[src/rtl/core/snc_pkg.sv]
// Shared constants, types and SHA-256 and double-dabble helper functions for the nonce checker.
// Depends on nothing; imported by every module under rtl/core.
package snc_pkg;

    localparam int MAX_PREFIX_BYTES = 32;
    localparam int NUM_DIGITS       = 20;
    localparam int BCD_STAGES       = 32;   // two binary bits per stage
    localparam int ROUNDS           = 64;

    // Configuration register indexes
    localparam logic [2:0] CFG_PREFIX_0   = 3'd0;
    localparam logic [2:0] CFG_PREFIX_1   = 3'd1;
    localparam logic [2:0] CFG_PREFIX_2   = 3'd2;
    localparam logic [2:0] CFG_PREFIX_3   = 3'd3;
    localparam logic [2:0] CFG_PREFIX_LEN = 3'd4;
    localparam logic [2:0] CFG_TARGET     = 3'd5;

    localparam logic [31:0] K_ROUND [64] = '{
        32'h428a2f98, 32'h71374491, 32'hb5c0fbcf, 32'he9b5dba5,
        32'h3956c25b, 32'h59f111f1, 32'h923f82a4, 32'hab1c5ed5,
        32'hd807aa98, 32'h12835b01, 32'h243185be, 32'h550c7dc3,
        32'h72be5d74, 32'h80deb1fe, 32'h9bdc06a7, 32'hc19bf174,
        32'he49b69c1, 32'hefbe4786, 32'h0fc19dc6, 32'h240ca1cc,
        32'h2de92c6f, 32'h4a7484aa, 32'h5cb0a9dc, 32'h76f988da,
        32'h983e5152, 32'ha831c66d, 32'hb00327c8, 32'hbf597fc7,
        32'hc6e00bf3, 32'hd5a79147, 32'h06ca6351, 32'h14292967,
        32'h27b70a85, 32'h2e1b2138, 32'h4d2c6dfc, 32'h53380d13,
        32'h650a7354, 32'h766a0abb, 32'h81c2c92e, 32'h92722c85,
        32'ha2bfe8a1, 32'ha81a664b, 32'hc24b8b70, 32'hc76c51a3,
        32'hd192e819, 32'hd6990624, 32'hf40e3585, 32'h106aa070,
        32'h19a4c116, 32'h1e376c08, 32'h2748774c, 32'h34b0bcb5,
        32'h391c0cb3, 32'h4ed8aa4a, 32'h5b9cca4f, 32'h682e6ff3,
        32'h748f82ee, 32'h78a5636f, 32'h84c87814, 32'h8cc70208,
        32'h90befffa, 32'ha4506ceb, 32'hbef9a3f7, 32'hc67178f2
    };

    localparam logic [31:0] H_INIT [8] = '{
        32'h6a09e667, 32'hbb67ae85, 32'h3c6ef372, 32'ha54ff53a,
        32'h510e527f, 32'h9b05688c, 32'h1f83d9ab, 32'h5be0cd19
    };

    // One transaction between front and back: nonce plus padded block
    typedef struct packed {
        logic [63:0]  nonce;
        logic [511:0] blk;     // byte p at [511-8p -: 8]
    } snc_item_t;

    function automatic logic [31:0] bsig0(input logic [31:0] x);
        return {x[1:0], x[31:2]} ^ {x[12:0], x[31:13]} ^ {x[21:0], x[31:22]};
    endfunction

    function automatic logic [31:0] bsig1(input logic [31:0] x);
        return {x[5:0], x[31:6]} ^ {x[10:0], x[31:11]} ^ {x[24:0], x[31:25]};
    endfunction

    function automatic logic [31:0] ssig0(input logic [31:0] x);
        return {x[6:0], x[31:7]} ^ {x[17:0], x[31:18]} ^ (x >> 3);
    endfunction

    function automatic logic [31:0] ssig1(input logic [31:0] x);
        return {x[16:0], x[31:17]} ^ {x[18:0], x[31:19]} ^ (x >> 10);
    endfunction

    // One double-dabble step: add 3 to digits of 5 or more, shift in one bit
    function automatic logic [79:0] dabble(input logic [79:0] bcd, input logic b);
        logic [79:0] t;
        t = bcd;
        for (int j = 0; j < NUM_DIGITS; j++)
        begin
            if (t[4*j +: 4] >= 4'd5)
            begin
                t[4*j +: 4] = t[4*j +: 4] + 4'd3;
            end
        end
        return {t[78:0], b};
    endfunction

endpackage

[src/rtl/core/snc_fifo.sv]
// Two-entry queue that decouples message build from the hash rounds.
// Depends on snc_pkg for the transaction type.
module snc_fifo
    import snc_pkg::*;
(
    input  logic      clk,
    input  logic      rst_n,
    input  logic      push,
    input  snc_item_t push_item,
    output logic      full,
    input  logic      pop,
    output logic      nonempty,
    output snc_item_t pop_item
);

    snc_item_t   mem [2];
    logic        wr_ptr_reg, wr_ptr_next;
    logic        rd_ptr_reg, rd_ptr_next;
    logic [1:0]  count_reg, count_next;

    assign full     = (count_reg == 2'd2);
    assign nonempty = (count_reg != 2'd0);
    assign pop_item = mem[rd_ptr_reg];

    // pointer and fill bookkeeping
    always_comb
    begin
        wr_ptr_next = push ? ~wr_ptr_reg : wr_ptr_reg;
        rd_ptr_next = pop  ? ~rd_ptr_reg : rd_ptr_reg;
        count_next  = count_reg + {1'b0, push} - {1'b0, pop};
    end

    always_ff @(posedge clk or negedge rst_n)
    begin
        if (!rst_n)
        begin
            wr_ptr_reg <= 1'b0;
            rd_ptr_reg <= 1'b0;
            count_reg  <= 2'd0;
        end
        else
        begin
            wr_ptr_reg <= wr_ptr_next;
            rd_ptr_reg <= rd_ptr_next;
            count_reg  <= count_next;
        end
    end

    // storage
    always_ff @(posedge clk)
    begin
        if (push)
        begin
            mem[wr_ptr_reg] <= push_item;
        end
    end

endmodule

[config.mk]
export PLATFORM = sky130hd
export DESIGN_NAME = snc_fifo
export DESIGN_NICKNAME = d
export VERILOG_FILES = /design/src/rtl/core/snc_pkg.sv /design/src/rtl/core/snc_fifo.sv
export SDC_FILE = /design/constraint.sdc
export NUM_CORES = 1
export LEC_CHECK = 0
export CAP_MARGIN = 5
export CORE_AREA = 10 10 445 447
export CTS_BUF_LIST = sky130_fd_sc_hd__clkbuf_4 sky130_fd_sc_hd__clkbuf_8 sky130_fd_sc_hd__clkbuf_16
export DETAILED_ROUTE_END_ITERATION = 8
export DIE_AREA = 0 0 455 457
export DONT_BUFFER_PORTS = 1
export SLEW_MARGIN = 30
export SYNTH_ARGS = -nofsm -noshare
export SYNTH_HDL_FRONTEND = slang
export SYNTH_SLANG_ARGS = --single-unit
[constraint.sdc]
create_clock -name clk -period 31.2 [get_ports clk]
set_clock_uncertainty 0.05 [all_clocks]
set_input_delay 3.12 -clock clk [delete_from_list [all_inputs] [get_ports clk]]
set_output_delay 3.12 -clock clk [all_outputs]
set_load 0.05 [all_outputs]
==> flow_metrics.tcl, run 1 <==
set metrics [dict create \
    stdcell_count 4565 \
    tightestPinTransition_ns 0.944 \
    ios 1158 \
    synth_fa_ha_area_frac 0.000596 \
    pre_cts_slack_ns 23.70 \
    yosys_warnings 0 \
    synth_top_area_frac 0.824 \
    worst-endpoint-required_ns 28.03 \
    path_cells "buf_4 > buf_4 > buf_4 > mux2_2" \
    cts-resized-gates 0 \
    synth_top_area_cell "edfxtp_1" \
    clk_pin_slew_ns 0.06 \
    die_width_um 455 \
    syn_inst 1807 \
    grt_max_degree 132 \
    start_util 0.222 \
    syn-mean-instance-area_um2 23.2 \
    p_switching_mw 2.46 \
    period_minus_slack_ns 7.86 \
    cts_made_buffers 120 \
    peakVddDrop_uv 60.1 \
    hold_viol_final 0 \
    dpl.hpwl_mm 116 \
    ys_ff_latch 1156 \
    cts_tree "yes" \
    power_density_nw_per_um2 117 \
    place_inst 4279 \
    cpMostUsedCell "buf_4" \
    min_path_type "flop to flop" \
    setup_violations 0 \
    drv_cap 0 \
    post_cts_buffers 0 \
    drt_iter0_drc 1619 \
    ys_types 12 \
    synth_compound_area_frac 0 \
    antenna_found_initial 132 \
    fill_cells 18900 \
    swShare 0.430 \
    synth_area_leaders "edfxtp_1 (82%), mux2_2 (15%), buf_6 (1.6%)" \
    synth_top_family_by_area "multiplexers" \
    status "finished clean" \
    grt_pass1_vias 17900 \
    critPathKind "flop to primary output" \
    synthMuxAreaShare 0.155 \
    overflow 0 \
    grt_pass1_wl_mm 183 \
    setup_slack_ns 23.35 \
    p_seq_frac 0.373 \
    cpMaxStageDelayCell "dfrtp_4" \
    pwr-share-comb 0.377 \
    ys_seq_area_frac 0.827 \
    insertion_delay_ns 0.78 \
    core-area_um2 189000 \
    row_count 160 \
    ant_nets 0 \
    max_slew_margin 0.370 \
    finalNetCount 2472 \
    gp_congestion 0.900 \
    cp_data_arrival_time_ns 4.69 \
    hold_ws_ns 0.506 \
    largest_reg_flops 1152 \
    wl_per_cell_um 32.1 \
    rsz0062_at_grt "false" \
    p_int_mw 3.26 \
    tns_ns 0 \
    io_buffers 0 \
    cts.sinks 1156 \
    htree_num_levels 3 \
    synthSimpleGateAreaFrac 0.000596 \
    die-area_um2 208000 \
    grt_use_total 0.133 \
    synth_nets 2389 \
    p_total_mw 5.71 \
    endpoint_kind "primary output" \
    firstDrtPassIters 5 \
    fin_crit_sh 0.252 \
    synth_xor_area_frac 0.000984 \
    routed_via_density 4.03 \
    netlist_area_um2 42000 \
    die-height_um 457 \
    ctsRootBufferMaster "clkbuf_16" \
    path_max_fanout 71 \
    cp_slowest_stage_delay_ns 0.93 \
    wl_mm 147 \
    max_freq_mhz 127 \
    drv_slew 0 \
    drc 0 \
    startpoint_type "flop" \
    vias 18400 \
    cts_hold_buf 0 \
    cts_max_path_buffers 3 \
    final_layout_size_suffix_gt1_frac 0.405 \
    synthToLayoutAreaGrowth_pct 16.3 \
    p_leak_nw 15.3 \
    power_frac_clock 0.250 \
]
[worst max-delay path, delay by kind of cell, from the launching register on]
family,cells,cell delay [ns]
multiplexers,1,0.55
buffers and inverters,3,2.17
flip-flops,1,0.93
[final cells by class]
class	count	area [um2]	area share
inverters	2	7.51	0.000154
well taps	2511	3140	0.0644
diodes	63	158	0.00323
repair buffers	25	226	0.00464
clock inverters	74	761	0.0156
multi-input cells	585	6590	0.135
clock buffers	149	3240	0.0663
flip-flops and latches	1156	34700	0.711
[per-layer routing]
layer / global-route usage / share of wire
met1: 0.114 / 0.29
met4: 0.0424 / 0.028
met3: 0.111 / 0.19
met5: 0 / 0.0067
met2: 0.227 / 0.49
[kinds of logic after synthesis]
kind of cell | count (synthesis)
XOR/XNOR | 3
adder cells (fa/ha/maj) | 2
flip-flops | 1156
AND/OR/NAND/NOR | 4
buffers and inverters | 66
multiplexers | 576
[cells in the mapped netlist (all sizes together)]
cell type  number
xor2            2
nor2b           2
xor3            1
buf            64
inv             2
and2            1
edfxtp       1152
or2             1
dfrtp           4
ha              2
mux2          576
[power groups by stage]
stage | sequential, mW | clock (mW) | combinational [mW]
after floorplan | 2.41 | 0 | 1.87
after global placement | 2.16 | 0 | 2.19
after detailed placement | 2.17 | 0 | 2.19
after CTS | 2.14 | 1.48 | 2.20
after global routing | 2.16 | 1.53 | 2.22
final | 2.13 | 1.43 | 2.15
[worst paths after layout]
check | from | endpoint | slack [ns] | cells after the start
min in group asynchronous | rst_n | rd_ptr_reg$_DFFE_PN0P_ | 1.97 | 0
min reg2reg | wr_ptr_reg$_DFFE_PN0P_ | wr_ptr_reg$_DFFE_PN0P_ | 0.51 | 1
max | rd_ptr_reg$_DFFE_PN0P_ | pop_item[205] | 23.35 | 4
max in group asynchronous | rst_n | rd_ptr_reg$_DFFE_PN0P_ | 29.05 | 0
min | wr_ptr_reg$_DFFE_PN0P_ | wr_ptr_reg$_DFFE_PN0P_ | 0.51 | 1
max reg2reg | wr_ptr_reg$_DFFE_PN0P_ | mem[0][292]$_DFFE_PP_ | 26.65 | 5
[through the flow]
step                 util  area [um2]
finish              0.258       48800
detailed placement  0.236       44700
global placement    0.236       44600
global route        0.257       48700
CTS                 0.257       48700
floorplan               -       42000
[cell usage in the layout (no fill, tap or decap)]
| cell type | count |
|---|---|
| and2_4 | 1 |
| buf_12 | 1 |
| buf_4 | 17 |
| buf_6 | 7 |
| bufinv_16 | 8 |
| clkbuf_16 | 121 |
| clkbuf_4 | 28 |
| clkinv_1 | 23 |
| clkinv_16 | 5 |
| clkinv_2 | 16 |
| clkinv_4 | 4 |
| clkinvlp_4 | 5 |
| dfrtp_1 | 3 |
| dfrtp_4 | 1 |
| diode_2 | 63 |
| edfxtp_1 | 1152 |
| ha_1 | 2 |
| inv_1 | 2 |
| inv_6 | 6 |
| inv_8 | 7 |
| mux2_2 | 576 |
| nor2b_2 | 1 |
| nor2b_4 | 1 |
| or2_2 | 1 |
| xor2_1 | 2 |
| xor3_1 | 1 |
Note: power is estimated with default switching activity, not from simulation.
==> run 2: changes to the inputs <==
==> constraint.sdc (replaced) <==
create_clock -name clk -period 7.4 [get_ports clk]
set_clock_uncertainty 0.05 [all_clocks]
set_input_delay 0.74 -clock clk [delete_from_list [all_inputs] [get_ports clk]]
set_output_delay 0.74 -clock clk [all_outputs]
set_load 0.05 [all_outputs]
==> run 2 against run 1 <==
  * Worst setup slack got worse by 20 ns
  * Die area is the same
  * Sequential power grew to 4.2 times the previous value
  * Final area grew 12%
  * Non-clock buffer count grew 577
  * Power increased to 4.2 times the previous value
  * Combinational power rose to 4.4 times the previous value
  * Critical path type unchanged
  * Critical endpoint is now pop_item[465]
  * Largest cell class unchanged
==> flow_metrics.tcl, run 2 (synthesized netlist as in run 1, its figures left out) <==
set metrics [dict create \
    min_path_type "input port to asynchronous set/reset pin" \
    hold_viol_final 0 \
    drc 0 \
    ctsRootBufferMaster "clkbuf_16" \
    grt_pass1_vias 20800 \
    wl_per_cell_um 28.3 \
    overflow 0 \
    largest_reg_flops 1152 \
    synthToLayoutAreaGrowth_pct 29.9 \
    cpMostUsedCell "buf_4" \
    grt_pass1_wl_mm 190 \
    wl_met3_mm 15.8 \
    place_inst 4277 \
    grt_use_total 0.132 \
    path_cells "buf_4 > buf_4 > mux2_2" \
    die-area_um2 208000 \
    cts.sinks 1156 \
    io_buffers 0 \
    period_minus_slack_ns 4.11 \
    cp_num_buf_inv 2 \
    routed_via_density 4.06 \
    final_layout_size_suffix_gt1_frac 0.308 \
    power_density_nw_per_um2 445 \
    endpoint_kind "primary output" \
    firstDrtPassIters 5 \
    row_count 160 \
    vias 20900 \
    cts_made_buffers 118 \
    startpoint_type "flop" \
    hold_ws_ns 0.297 \
    status "finished clean" \
    peakVddDrop_uv 309 \
    fin_crit_sh 0.555 \
    tns_ns 0 \
    ant_nets 0 \
    grt_max_degree 157 \
    finalNetCount 3047 \
    drt_iter0_drc 1665 \
    cp_data_arrival_time_ns 3.32 \
    drv_slew 0 \
    fill_cells 18400 \
    reg2reg_setup_slack_ns 4.54 \
    insertion_delay_ns 0.76 \
    path_max_fanout 45 \
    clk_pin_slew_ns 0.06 \
    mostFrequentLayoutCell "edfxtp_1" \
    drv_cap 0 \
    topRoutingLayerUsed "met5" \
    cts-resized-gates 0 \
    setup_violations 0 \
    tightestPinTransition_ns 1.10 \
    dpl.hpwl_mm 111 \
    stdcell_count 5144 \
    routed-wl-met2_mm 71.3 \
    worst-endpoint-required_ns 6.61 \
    antenna_found_initial 126 \
    critPathTopFamily "buffers and inverters" \
    gp_congestion 0.915 \
    fin_util 0.288 \
    max_freq_mhz 243 \
    cpMaxStageDelayCell "dfrtp_4" \
    max_slew_margin 0.269 \
    p_total_mw 24.2 \
    cts_max_path_buffers 3 \
    rsz0062_at_grt "false" \
    cp_slowest_stage_delay_ns 0.75 \
    htree_num_levels 3 \
    ios 1158 \
    die-height_um 457 \
    core-area_um2 189000 \
    cts_tree "yes" \
    layout_common_cells "edfxtp_1 (1152), dlygate4sd3_1 (579), mux2_2 (576)" \
    start_util 0.222 \
    wl_met1_mm 54.2 \
    multi_input_area_um2 6590 \
    die_width_um 455 \
    p_leak_nw 17.6 \
    wl_mm 146 \
    regArea_um2 34700 \
    critPathKind "flop to primary output" \
]
## run 2: cell types whose count changed in the layout (fill, tap and decap cells not counted), moves of 2 or more
| cell | delta |
|---|---|
| bufinv_16 | -5 |
| clkbuf_4 | -8 |
| clkinv_2 | +2 |
| clkbuf_16 | -2 |
| buf_6 | -7 |
| buf_4 | -7 |
| clkinvlp_4 | +2 |
| inv_8 | -3 |
| buf_12 | +11 |
| dlygate4sd3_1 | +579 |
| clkinv_1 | +7 |
| diode_2 | +8 |
## run 2: cell type report
cell class,count,area share
repair buffers,602,0.113
flip-flops and latches,1156,0.636
well taps,2511,0.0576
diodes,71,0.00326
clock inverters,78,0.0119
inverters,2,0.000138
multi-input cells,585,0.121
clock buffers,139,0.0574
## run 2: timing repair
action | 4_1_cts | 5_1_grt
endpoints found under the hold margin | 1159 | 0
buffers inserted | 0 | 0
endpoints found under the setup margin | 0 | 0
hold buffers | 579 | 0
## run 2: routing by layer
metal | up-vias | GRT usage
met3 | 281 | 0.0549
met2 | 1175 | 0.223
met5 | - | 0
li1 | 8676 | -
met4 | 56 | 0.0405
met1 | 10700 | 0.151
## run 2: report_power, final
part,internal (mW),switching (mW)
registers,8.69,0.282
logic,1.89,7.64
clock network,3.16,2.59
total,13.7,10.5
## run 2: through the flow
step	cell area (um2)	setup slack [ns]
finish	54500	3.29
global route	54400	3.07
CTS	54300	3.15
detailed placement	44800	4.01
global placement	44700	4.06
floorplan	42000	-2.42
## run 2: final timing paths
path	depth (start not counted)	endpoint	from
worst max-delay path	3	pop_item[465]	rd_ptr_reg$_DFFE_PN0P_
worst min-delay path	1	wr_ptr_reg$_DFFE_PN0P_	rst_n
worst max register to register	3	mem[1][457]$_DFFE_PP_	wr_ptr_reg$_DFFE_PN0P_
worst min register to register	1	wr_ptr_reg$_DFFE_PN0P_	wr_ptr_reg$_DFFE_PN0P_
max in group asynchronous	1	rd_ptr_reg$_DFFE_PN0P_	rst_n
min in group clk	2	count_reg[1]$_DFF_PN0_	pop
## run 2: worst reg2reg max path, cell delays in order, from the launching register on
cell and delay (ns):
dfrtp_1 0.42, and2_4 0.61, buf_4 0.65, buf_4 0.68
